==> src/rtl/anpu_pkg.sv <==
// shared types, constants and the digit decoder of the ascii number parser
// depends on nothing
`timescale 1ns / 1ps

package anpu_pkg;

    localparam int unsigned CHAR_W  = 8;
    localparam int unsigned VALUE_W = 32;
    localparam int unsigned DIGIT_W = 5;
    // product width: value times 16 plus a digit always fits
    localparam int unsigned PROD_W  = VALUE_W + 4;

    localparam logic [CHAR_W-1:0]  CHAR_TERM   = 8'h00;
    localparam logic [CHAR_W-1:0]  CHAR_LOWER_X = 8'h78;
    localparam logic [CHAR_W-1:0]  CHAR_UPPER_X = 8'h58;
    localparam logic [DIGIT_W-1:0] BASE_DEC    = 5'd10;
    localparam logic [DIGIT_W-1:0] BASE_HEX    = 5'd16;
    localparam logic [DIGIT_W-1:0] DIGIT_NONE  = 5'd16;

    // result of one step, seen by the output stage
    typedef struct packed {
        logic                term;
        logic                ok;
        logic [VALUE_W-1:0]  value;
    } result_t;

    // digit value 0..15, or DIGIT_NONE for a byte that is no digit
    function automatic logic [DIGIT_W-1:0] digit_of(input logic [CHAR_W-1:0] c);
        logic [CHAR_W-1:0] off;
        off = '0;
        if (c inside {[8'h30:8'h39]})
        begin
            off = c - 8'h30;
            return off[DIGIT_W-1:0];
        end
        else if (c inside {[8'h61:8'h66]})
        begin
            off = c - 8'h57;
            return off[DIGIT_W-1:0];
        end
        else if (c inside {[8'h41:8'h46]})
        begin
            off = c - 8'h37;
            return off[DIGIT_W-1:0];
        end
        return DIGIT_NONE;
    endfunction

endpackage

==> src/rtl/ascii_number_parser_u32_unit.sv <==
// top level of the streaming ascii to 32-bit unsigned parser
// depends on anpu_pkg and anpu_step
`timescale 1ns / 1ps

// Usage:
//   Input channel: one ASCII byte per item on char_code with in_valid; the
//   item is taken at a rising edge with in_valid high and in_stall low.
//   A zero byte ends the number; every other byte yields no result.
//   Output channel: one item per terminator, ok and value with out_valid,
//   taken at a rising edge with out_valid high and out_stall low.
//   A terminator passes through the input register, then the output register.
//   Throughput: one item per cycle unless stalled; the parse state is
//   updated by one shift-add and compare between input register and state.
//   When the receiver stalls, the result holds in the output register and
//   the input keeps flowing until a second terminator has to wait behind
//   it; in_stall then rises and holds that terminator in the input register.
//   Reset clears the valid flags of both registers and returns the parser
//   to the start of a number in decimal mode with no error.
module ascii_number_parser_u32_unit
    import anpu_pkg::*;
(
    input  logic               clk,
    input  logic               rst_n,
    input  logic               in_valid,
    output logic               in_stall,
    input  logic [CHAR_W-1:0]  char_code,
    output logic               out_valid,
    input  logic               out_stall,
    output logic               ok,
    output logic [VALUE_W-1:0] value
);

    logic               s1_valid_reg;
    logic [CHAR_W-1:0]  s1_char_reg;
    logic               out_valid_reg, out_valid_next;
    logic               ok_reg;
    logic [VALUE_W-1:0] value_reg;

    logic               out_free;
    logic               adv;
    result_t            res;

    anpu_step u_step (
        .clk       (clk),
        .rst_n     (rst_n),
        .step_en   (adv),
        .char_code (s1_char_reg),
        .res       (res)
    );

    // stage control: only a terminator needs room in the output register
    always_comb
    begin
        out_free       = !out_valid_reg || !out_stall;
        adv            = s1_valid_reg && (!res.term || out_free);
        in_stall       = s1_valid_reg && !adv;
        out_valid_next = out_free ? (adv && res.term) : out_valid_reg;
    end

    // input register
    always_ff @(posedge clk or negedge rst_n)
    begin
        if (!rst_n)
        begin
            s1_valid_reg <= 1'b0;
        end
        else if (!in_stall)
        begin
            s1_valid_reg <= in_valid;
        end
    end

    always_ff @(posedge clk)
    begin
        if (in_valid && !in_stall)
        begin
            s1_char_reg <= char_code;
        end
    end

    // output register
    always_ff @(posedge clk or negedge rst_n)
    begin
        if (!rst_n)
        begin
            out_valid_reg <= 1'b0;
        end
        else
        begin
            out_valid_reg <= out_valid_next;
        end
    end

    always_ff @(posedge clk)
    begin
        if (out_free && adv && res.term)
        begin
            ok_reg    <= res.ok;
            value_reg <= res.value;
        end
    end

    assign out_valid = out_valid_reg;
    assign ok        = ok_reg;
    assign value     = value_reg;

endmodule

==> src/rtl/anpu_step.sv <==
// parser state and the per-character update: prefix, digit check, shift-add
// depends on anpu_pkg
`timescale 1ns / 1ps

module anpu_step
    import anpu_pkg::*;
(
    input  logic               clk,
    input  logic               rst_n,
    input  logic               step_en,
    input  logic [CHAR_W-1:0]  char_code,
    output result_t            res
);

    logic [VALUE_W-1:0] acc_reg, acc_next;
    logic [1:0]         pos_reg, pos_next;
    logic               hex_reg, hex_next;
    logic               await_reg, await_next;
    logic               fail_reg, fail_next;

    logic               is_term;
    logic               is_prefix;
    logic [DIGIT_W-1:0] digit;
    logic               digit_bad;
    logic [PROD_W-1:0]  acc_wide;
    logic [PROD_W-1:0]  prod;
    logic [PROD_W-1:0]  sum;
    logic               ovf;
    logic               ok_now;

    // decode the character against the current state
    always_comb
    begin
        is_term   = (char_code == CHAR_TERM);
        is_prefix = (pos_reg == 2'd1) && !hex_reg && (acc_reg == '0) &&
                    ((char_code == CHAR_LOWER_X) || (char_code == CHAR_UPPER_X));
        digit     = digit_of(char_code);
        digit_bad = digit >= (hex_reg ? BASE_HEX : BASE_DEC);
    end

    // times 16 is a shift, times 10 is two shifts and an add
    always_comb
    begin
        acc_wide = {{(PROD_W-VALUE_W){1'b0}}, acc_reg};
        if (hex_reg)
        begin
            prod = acc_wide << 4;
        end
        else
        begin
            prod = (acc_wide << 3) + (acc_wide << 1);
        end
        sum = prod + {{(PROD_W-DIGIT_W){1'b0}}, digit};
        ovf = |sum[PROD_W-1:VALUE_W];
    end

    // next state
    always_comb
    begin
        acc_next   = acc_reg;
        pos_next   = (pos_reg == 2'd2) ? pos_reg : pos_reg + 2'd1;
        hex_next   = hex_reg;
        await_next = await_reg;
        fail_next  = fail_reg;
        if (is_term)
        begin
            acc_next   = '0;
            pos_next   = '0;
            hex_next   = 1'b0;
            await_next = 1'b0;
            fail_next  = 1'b0;
        end
        else if (!fail_reg)
        begin
            if (is_prefix)
            begin
                hex_next   = 1'b1;
                await_next = 1'b1;
            end
            else if (digit_bad || ovf)
            begin
                fail_next = 1'b1;
            end
            else
            begin
                acc_next   = sum[VALUE_W-1:0];
                await_next = 1'b0;
            end
        end
    end

    // result seen when the terminator arrives
    always_comb
    begin
        ok_now    = !fail_reg && (pos_reg != 2'd0) && !await_reg;
        res.term  = is_term;
        res.ok    = ok_now;
        res.value = ok_now ? acc_reg : '0;
    end

    // state registers, updated once per item
    always_ff @(posedge clk or negedge rst_n)
    begin
        if (!rst_n)
        begin
            acc_reg   <= '0;
            pos_reg   <= '0;
            hex_reg   <= 1'b0;
            await_reg <= 1'b0;
            fail_reg  <= 1'b0;
        end
        else if (step_en)
        begin
            acc_reg   <= acc_next;
            pos_reg   <= pos_next;
            hex_reg   <= hex_next;
            await_reg <= await_next;
            fail_reg  <= fail_next;
        end
    end

endmodule

==> config.mk <==
export PLATFORM = sky130hd
export DESIGN_NAME = ascii_number_parser_u32_unit
export DESIGN_NICKNAME = d
export VERILOG_FILES = /design/src/rtl/anpu_pkg.sv /design/src/rtl/ascii_number_parser_u32_unit.sv /design/src/rtl/anpu_step.sv
export SDC_FILE = /design/constraint.sdc
export NUM_CORES = 1
export LEC_CHECK = 0
export CAP_MARGIN = 25
export CORE_MARGIN = 2
export CORE_UTILIZATION = 60
export DETAILED_ROUTE_END_ITERATION = 6
export DONT_BUFFER_PORTS = 1
export GPL_ROUTABILITY_DRIVEN = 0
export PLACE_DENSITY = 0.73
export SYNTH_ARGS = -nofsm -noshare
export SYNTH_HDL_FRONTEND = slang
export SYNTH_SLANG_ARGS = --single-unit
==> constraint.sdc <==
create_clock -name clk -period 4.9 [get_ports clk]
set_input_delay 0.245 -clock clk [delete_from_list [all_inputs] [get_ports clk]]
set_output_delay 0.245 -clock clk [all_outputs]
set_load 0.01 [all_outputs]
==> results of run 1 <==
## layout by cell type, fill, tap and decap left out, types with 9 or more instances in the layout
| master | n |
|---|---|
| nor2b_1 | 12 |
| edfxtp_1 | 41 |
| nor4_1 | 13 |
| xor2_1 | 19 |
| o21ai_0 | 35 |
| clkbuf_16 | 10 |
| dlygate4sd3_1 | 10 |
| o21a_1 | 10 |
| ha_1 | 42 |
| nand4_1 | 15 |
| inv_1 | 21 |
| nor2_1 | 46 |
| xnor2_1 | 20 |
| and2_1 | 40 |
| dfrtp_1 | 38 |
| a21oi_1 | 43 |
| a211oi_1 | 9 |
| a21o_1 | 11 |
| buf_4 | 21 |
| nor3_1 | 21 |
| nand2_1 | 83 |
| o211ai_1 | 12 |
| nand3_1 | 20 |
| nand2b_1 | 10 |
| o2bb2ai_2 | 20 |
| mux2i_1 | 13 |
## Yosys cell counts (all sizes together) (3+ instances only)
cell type / n
nor3b: 3
dfrtp: 39
a22oi: 4
o21bai: 7
nor4: 14
o41ai: 3
nand4b: 3
nand4: 16
xor2: 19
o21ai: 44
and2: 40
o21a: 11
a31oi: 5
nand3: 20
and3: 8
edfxtp: 41
mux2i: 13
mux2: 3
clkbuf: 12
nand2b: 10
a2bb2oi: 4
o211ai: 14
nor2: 46
o2111ai: 4
inv: 21
or2: 4
nor4b: 5
xnor2: 20
or3: 9
a21o: 11
buf: 23
nor2b: 12
o311ai: 3
o2bb2ai: 27
or4: 4
nand3b: 5
nor3: 22
a21oi: 45
and4: 5
ha: 42
and3b: 3
a211oi: 12
nand2: 83
## metrics by stage
| step | cells | cell area, um2 | total power [mW] | setup TNS [ps] |
|---|---|---|---|---|
| after global placement | 903 | 7194 | 1.953 | 0 |
| final | 934 | 7692 | 2.719 | 0 |
| after detailed placement | 903 | 7194 | 1.985 | -994.9 |
| after CTS | 930 | 7602 | 2.668 | 0 |
| after floorplan | 775 | 7053 | 1.700 | 0 |
| after global routing | 934 | 7692 | 2.863 | -19.51 |
## report_power, final
part	internal [mW]	switching, mW
Sequential	0.748	0.0868
Combinational	0.486	0.739
Clock	0.392	0.268
## per-layer routing
metal	vias to the layer above	part of all wire	GRT usage
met3	78	0.10	0.07505
met1	3082	0.41	0.4140
met2	386	0.45	0.4916
li1	2960	-	-
met4	0	0.040	0.1447
met5	-	0	0
## critical path, delay by kind of cell, from the launching register on
family          cells  cell delay, ps
flops               1             430
buf+inv             1             150
simple gates        4            1600
fa+ha+maj           2             720
xor+xnor            1             120
compound gates      7            1630
## area by class of cell
| class | count | area share |
|---|---|---|
| flip-flops and latches | 80 | 0.2871 |
| multi-input cells | 640 | 0.6008 |
| well taps | 143 | 0.02326 |
| clock buffers | 12 | 0.03074 |
| repair buffers | 34 | 0.04196 |
| inverters | 21 | 0.01025 |
| clock inverters | 4 | 0.005856 |
## timing repair
action | CTS | global route
gates cloned | 0 | 2
setup endpoints to repair | 27 | 28
pin swaps | 0 | 3
setup buffers | 0 | 2
hold endpoints to repair | 48 | 0
hold buffers | 11 | 0
resized for setup | 1 | 8
## cells by family after synthesis
logic type      synth area share
simple gates              0.2485
flops                     0.3129
fa+ha+maj                0.07876
compound gates            0.2477
mux                      0.02324
buf+inv                  0.04045
xor+xnor                 0.04843
## how the worst min path moves through the flow
stage	endpoint	slack [ps]	cells after the start
5_1_grt	out_valid	70	2
4_1_cts	out_valid	50	2
3_5_place_dp	u_step.acc_reg[10]	-50	0
6_report	out_valid	50	2
2_1_floorplan	out_valid	-50	0
3_3_place_gp	u_step.acc_reg[10]	-50	0
==> impl_results.md, run 1 <==
* Critical path class: reg2reg
* Final setup skew at 3.726 ps
* Post-Place Setup Slack at -56.39 ps
* Max Slew Vio Count at 0
* DRC errors left at 0
* HP Class: in2reg
* Number of flops mapped to enable cells by yosys at 41
* Hold slack final at 52.60 ps
* Share of cells above drive strength 1 at 0.1252
* Initial Util at 0.6151
* Max IR drop VDD at 0.2493 mV
* CP arrival at 5010 ps
* Core Region at 11470 um2
* Min-Delay Startpoint: out_stall
* Fill cell total of the finished layout at 931
* Slew @ Worst Pin at 760.6 ps
* Mapped cell area at 7053 um2
* Fin worst setup slack at 169.9 ps
* Fin nets at 841
* Worst path max stage delay at 600 ps
* FF+latch area at 2208 um2
* Initial DRT Pass Iterations at 5
* R2r setup slk at 170 ps
* Status: finished, final reports clean
* Crit path max fanout at 14
* Seq/Total Area, Yosys at 0.3129
* Post-route clock period utilization at 0.9653
* Worst path slowest cell: or4_4
* Port buffer count at 0
* WL final at 20110 um
* Die X-Extent at 112.4 um
* RR Endpoint: u_step.acc_reg[3]
* Finish-stage setup viols at 0
* Mean post-synth cell area at 9.101 um2
* Total grt overflow at 0
* Critical path capture point type: flop
* TritonCTS Sinks at 80
* Worst-skew pair later-pin latency at 360 ps
* Slew HR at 0.4882
* WP data required at 5180 ps
* Num CTS Buffers at 9
* Routed Antenna Nets at 0
* Mapped Nets at 830
* #FFs+latches synth at 80
* H-tree Lvls at 3
* Final hold violations at 0
* Largest net degree at the start of global routing at 41
* Number of global-route vias before repair at 6105
* Util after Layout at 0.6708
* Startpoint Class: flop
* Cells along the critical path: ha_1 -> fa_1 -> a211oi_4 -> o211ai_4 -> a31o_4 -> xnor2_1 -> o21ai_1 -> nor4b_2 -> and3_1 -> buf_4 -> nor3b_2 -> a41o_1 -> o22ai_4 -> or4_4 -> o2bb2ai_1
* Die height at 112.4 um
* Vias per cell at 6.966
* N_diodes at 0
* Share of the synthesized area in the top cell type at 0.1746
* Period minus WS final at 4730 ps
* Unique masters post-synth at 90
* Ports at 47
* Area Overhead vs Synth at 9.065%
* Ys Warns at 0
* Per-cell routed wire length at 21.53 um
* FP Rows at 39
* Post-DP HPWL at 14070 um
* Main flop type after synthesis: edfxtp_1
* Iter 0 DRT Violations at 791
* Leakage power at 2.921 nW
* Total GRT Usage at 0.3140
* Vias post-DR at 6506
* Die area at 12640 um2
* Cell taking the most area after synthesis: edfxtp_1
* Area of the multi-input gates at 4622 um2
* Longest Clk Path Bufs at 2
* Initial antenna violation count at 0
* Cells after Synth at 775
* Crit path to: u_step.acc_reg[3]
* CP Launch Point: u_step.acc_reg[0]
* Post-synth ARST share at 0.4875
* Clk pin slew, worst setup/hold paths at 60 ps
* Dominant cells by area after synthesis: edfxtp_1, dfrtp_1, ha_1
* Max_cap viols at 0
* Fmax achieved at 0.2114 GHz
* First-pass GRT wire length at 31200 um
* Pwr dens at 353.4 nW/um2
* Clock root buffer: clkbuf_16
* Register-to-Register Path Depth at 15
* CTS tree: built
* Reg-to-reg startpoint: u_step.acc_reg[0]
Note: power is estimated with default switching activity, not from simulation.
==> inputs of run 2 (changes only) <==
--- a/config.mk
+++ b/config.mk
@@ -12,6 +12,7 @@
 export DONT_BUFFER_PORTS = 1
 export GPL_ROUTABILITY_DRIVEN = 0
 export PLACE_DENSITY = 0.73
+export REMOVE_ABC_BUFFERS = 1
 export SYNTH_ARGS = -nofsm -noshare
 export SYNTH_HDL_FRONTEND = slang
 export SYNTH_SLANG_ARGS = --single-unit
==> run 2 against run 1 <==
Maximum frequency up 0.25%. First-iteration DRC count down 37%. Design area down 0.78%. Cell count down 0.54%. Non-clock buffer count down 5. Core utilization down 0.52 points. Count of clock-buffer cells in the layout down 3. Wire length down 3.8%. Sequential cell count unchanged. Register-to-register slack about the same. Setup slack better by 12 ps. Critical path depth up 1. Largest cell class unchanged. Largest power group unchanged. Highest routed layer unchanged.
==> impl_results.md, run 2 (same netlist as run 1, synthesis figures left out) <==
* Status: finished, final reports clean
* Total GRT Usage at 0.3030 (-0.01107)
* Setup TNS at 0 ps (unchanged)
* Largest net degree at the start of global routing at 44 (+7.3%)
* Routed Antenna Nets at 0 (unchanged)
* Post-route clock period utilization at 0.9629 (-0.002401)
* Fin nets at 836 (-0.59%)
* CP arrival at 5000 ps (about the same)
* Vias post-DR at 6344 (-2.5%)
* Commonest non-fill, non-tap cells in the layout: nand2_1, nor2_1, a21oi_1, ha_1, edfxtp_1
* WP data required at 5190 ps (about the same)
* Max Slew Vio Count at 0 (unchanged)
* Total grt overflow at 0 (unchanged)
* TritonCTS Sinks at 80 (unchanged)
* WL final at 19340 um (-3.8%)
* Ports at 47 (unchanged)
* Period minus WS final at 4718 ps (-11.76 ps)
* Hold slack final at 45.92 ps (-6.689 ps)
* Clock root buffer: clkbuf_16
* Critical path class: reg2reg
* Switching pwr at 1.107 mW (+1.3%)
* Port buffer count at 0 (unchanged)
* Finish-stage setup viols at 0 (unchanged)
* Die X-Extent at 112.4 um (unchanged)
* Worst-skew pair later-pin latency at 360 ps (about the same)
* Iter 0 DRT Violations at 501 (-37%)
* Final Non-Filler Cells at 929 (-0.54%)
* Pwr dens at 357.5 nW/um2 (+1.2%)
* Clk pin slew, worst setup/hold paths at 60 ps (about the same)
* Slew @ Worst Pin at 693.9 ps (-66.75 ps)
* Critical path capture point type: flop
* Per-cell routed wire length at 20.81 um (-3.3%)
* Commonest non-fill, non-tap cell in the layout: nand2_1
* Final setup skew at 12.31 ps (+8.583 ps)
* Initial DRT Pass Iterations at 5 (unchanged)
* Initial Util at 0.6151 (unchanged)
* Post-DP HPWL at 13520 um (-3.9%)
* H-tree Lvls at 3 (unchanged)
* Longest Clk Path Bufs at 2 (unchanged)
* Number of global-route vias before repair at 6034 (-1.2%)
* Core Region at 11470 um2 (unchanged)
* CTS tree: built
* N_diodes at 0 (unchanged)
* Initial antenna violation count at 0 (unchanged)
* Total power at 2.729 mW (+0.36%)
* Crit path max fanout at 28 (+14)
* Final hold violations at 0 (unchanged)
* Placed insts at 899 (-0.44%)
* Die height at 112.4 um (unchanged)
* Comb power frac at 0.434 (-0.016)
* DRC errors left at 0 (unchanged)
* Clock power share at 0.261 (+0.018)
* Sequential Power Share at 0.305 (-0.002)
* HP Class: in2reg
* Area Overhead vs Synth at 8.214%
* Vias per cell at 6.829 (-2.0%)
* Int Pwr at 1.622 mW (-0.23%)
* First-pass GRT wire length at 30470 um (-2.3%)
* Slew HR at 0.5339 (+0.04562)
* Num CTS Buffers at 9 (unchanged)
* Die area at 12640 um2 (unchanged)
* Startpoint Class: flop
* Max_cap viols at 0 (unchanged)
* FP Rows at 39 (unchanged)
* Fraction of power spent switching nets at 0.4057 (+0.003562)
* Max IR drop VDD at 0.2474 mV (-0.76%)
* Leakage power at 2.894 nW (-0.96%)
* Fmax achieved at 0.2119 GHz (+0.25%)
* Share of cells above drive strength 1 at 0.1183 (-0.006837)
* Fill cell total of the finished layout at 867 (-6.9%)
run 2: cell types whose count changed in the layout (fill, tap and decap cells not counted), moves of 2 or more:
cell      before  now
clkbuf_1       3    0
a22oi_1        2    4
inv_6          0    2
clkinv_2       3    1
a22oi_2        2    0
inv_8          0    2
buf_4         21   17
run 2: critical path, stage by stage (launching register included):
cell      delay [ps]
dfrtp_1          430
ha_1             260
fa_1             440
a211oi_4         400
o211ai_4         140
a31o_4           260
and4_4           190
nor4_4           330
and4b_4          320
nand4_4          140
or3_1            460
o31a_1           270
o22ai_2          210
buf_4            180
o21a_1           170
buf_12           220
mux2i_1          200
run 2: what timing repair did:
item                       4_1_cts  5_1_grt
hold endpoints to repair        48        0
setup endpoints to repair       21       28
pin swaps                        0        4
hold buffers                    11        0
gates resized for setup          1        6
setup buffers                    0        2
cloned                           0        1
run 2: power groups by stage:
stage	clock, mW	sequential (mW)	combinational, mW
floorplan	0	0.821	0.866
global placement	0	0.838	1.09
detailed placement	0	0.840	1.12
CTS	0.723	0.826	1.14
global route	0.748	0.835	1.29
finish	0.714	0.831	1.18
run 2: path summary, 6_finish.rpt:
check	from	endpoint	slack, ps	cells past startpoint
min in group asynchronous	rst_n	u_step.acc_reg[20]	380	2
max in group asynchronous	rst_n	u_step.hex_reg	4310	2
min reg2reg	u_step.pos_reg[1]	u_step.pos_reg[1]	540	1
max	u_step.acc_reg[0]	u_step.acc_reg[0]	180	16
min	out_stall	out_valid	50	2
max reg2reg	u_step.acc_reg[0]	u_step.acc_reg[0]	180	16
run 2: per-stage QoR:
step	setup slack, ps	cell area [um2]	util
final	181.7	7632	0.6656
after CTS	112.1	7587	0.6616
after detailed placement	0.7350	7152	0.6237
after global placement	187.0	7152	0.6237
after global routing	-11.77	7632	0.6656
after floorplan	-161.9	6847	-
run 2: layer usage:
metal	wire, um	track usage
met5	0	0
met4	599	0.1179
met3	1508	0.06263
met2	8980	0.4896
met1	8248	0.4022
run 2: cell type report:
| cell class | instances | area (um2) | share of cell area |
|---|---|---|---|
| flip-flops and latches | 80 | 2208 | 0.2893 |
| repair buffers | 29 | 267.8 | 0.03508 |
| clock inverters | 7 | 83.83 | 0.01098 |
| clock buffers | 9 | 225.2 | 0.02951 |
| well taps | 143 | 178.9 | 0.02344 |
| inverters | 21 | 78.83 | 0.01033 |
| multi-input cells | 640 | 4589 | 0.6013 |
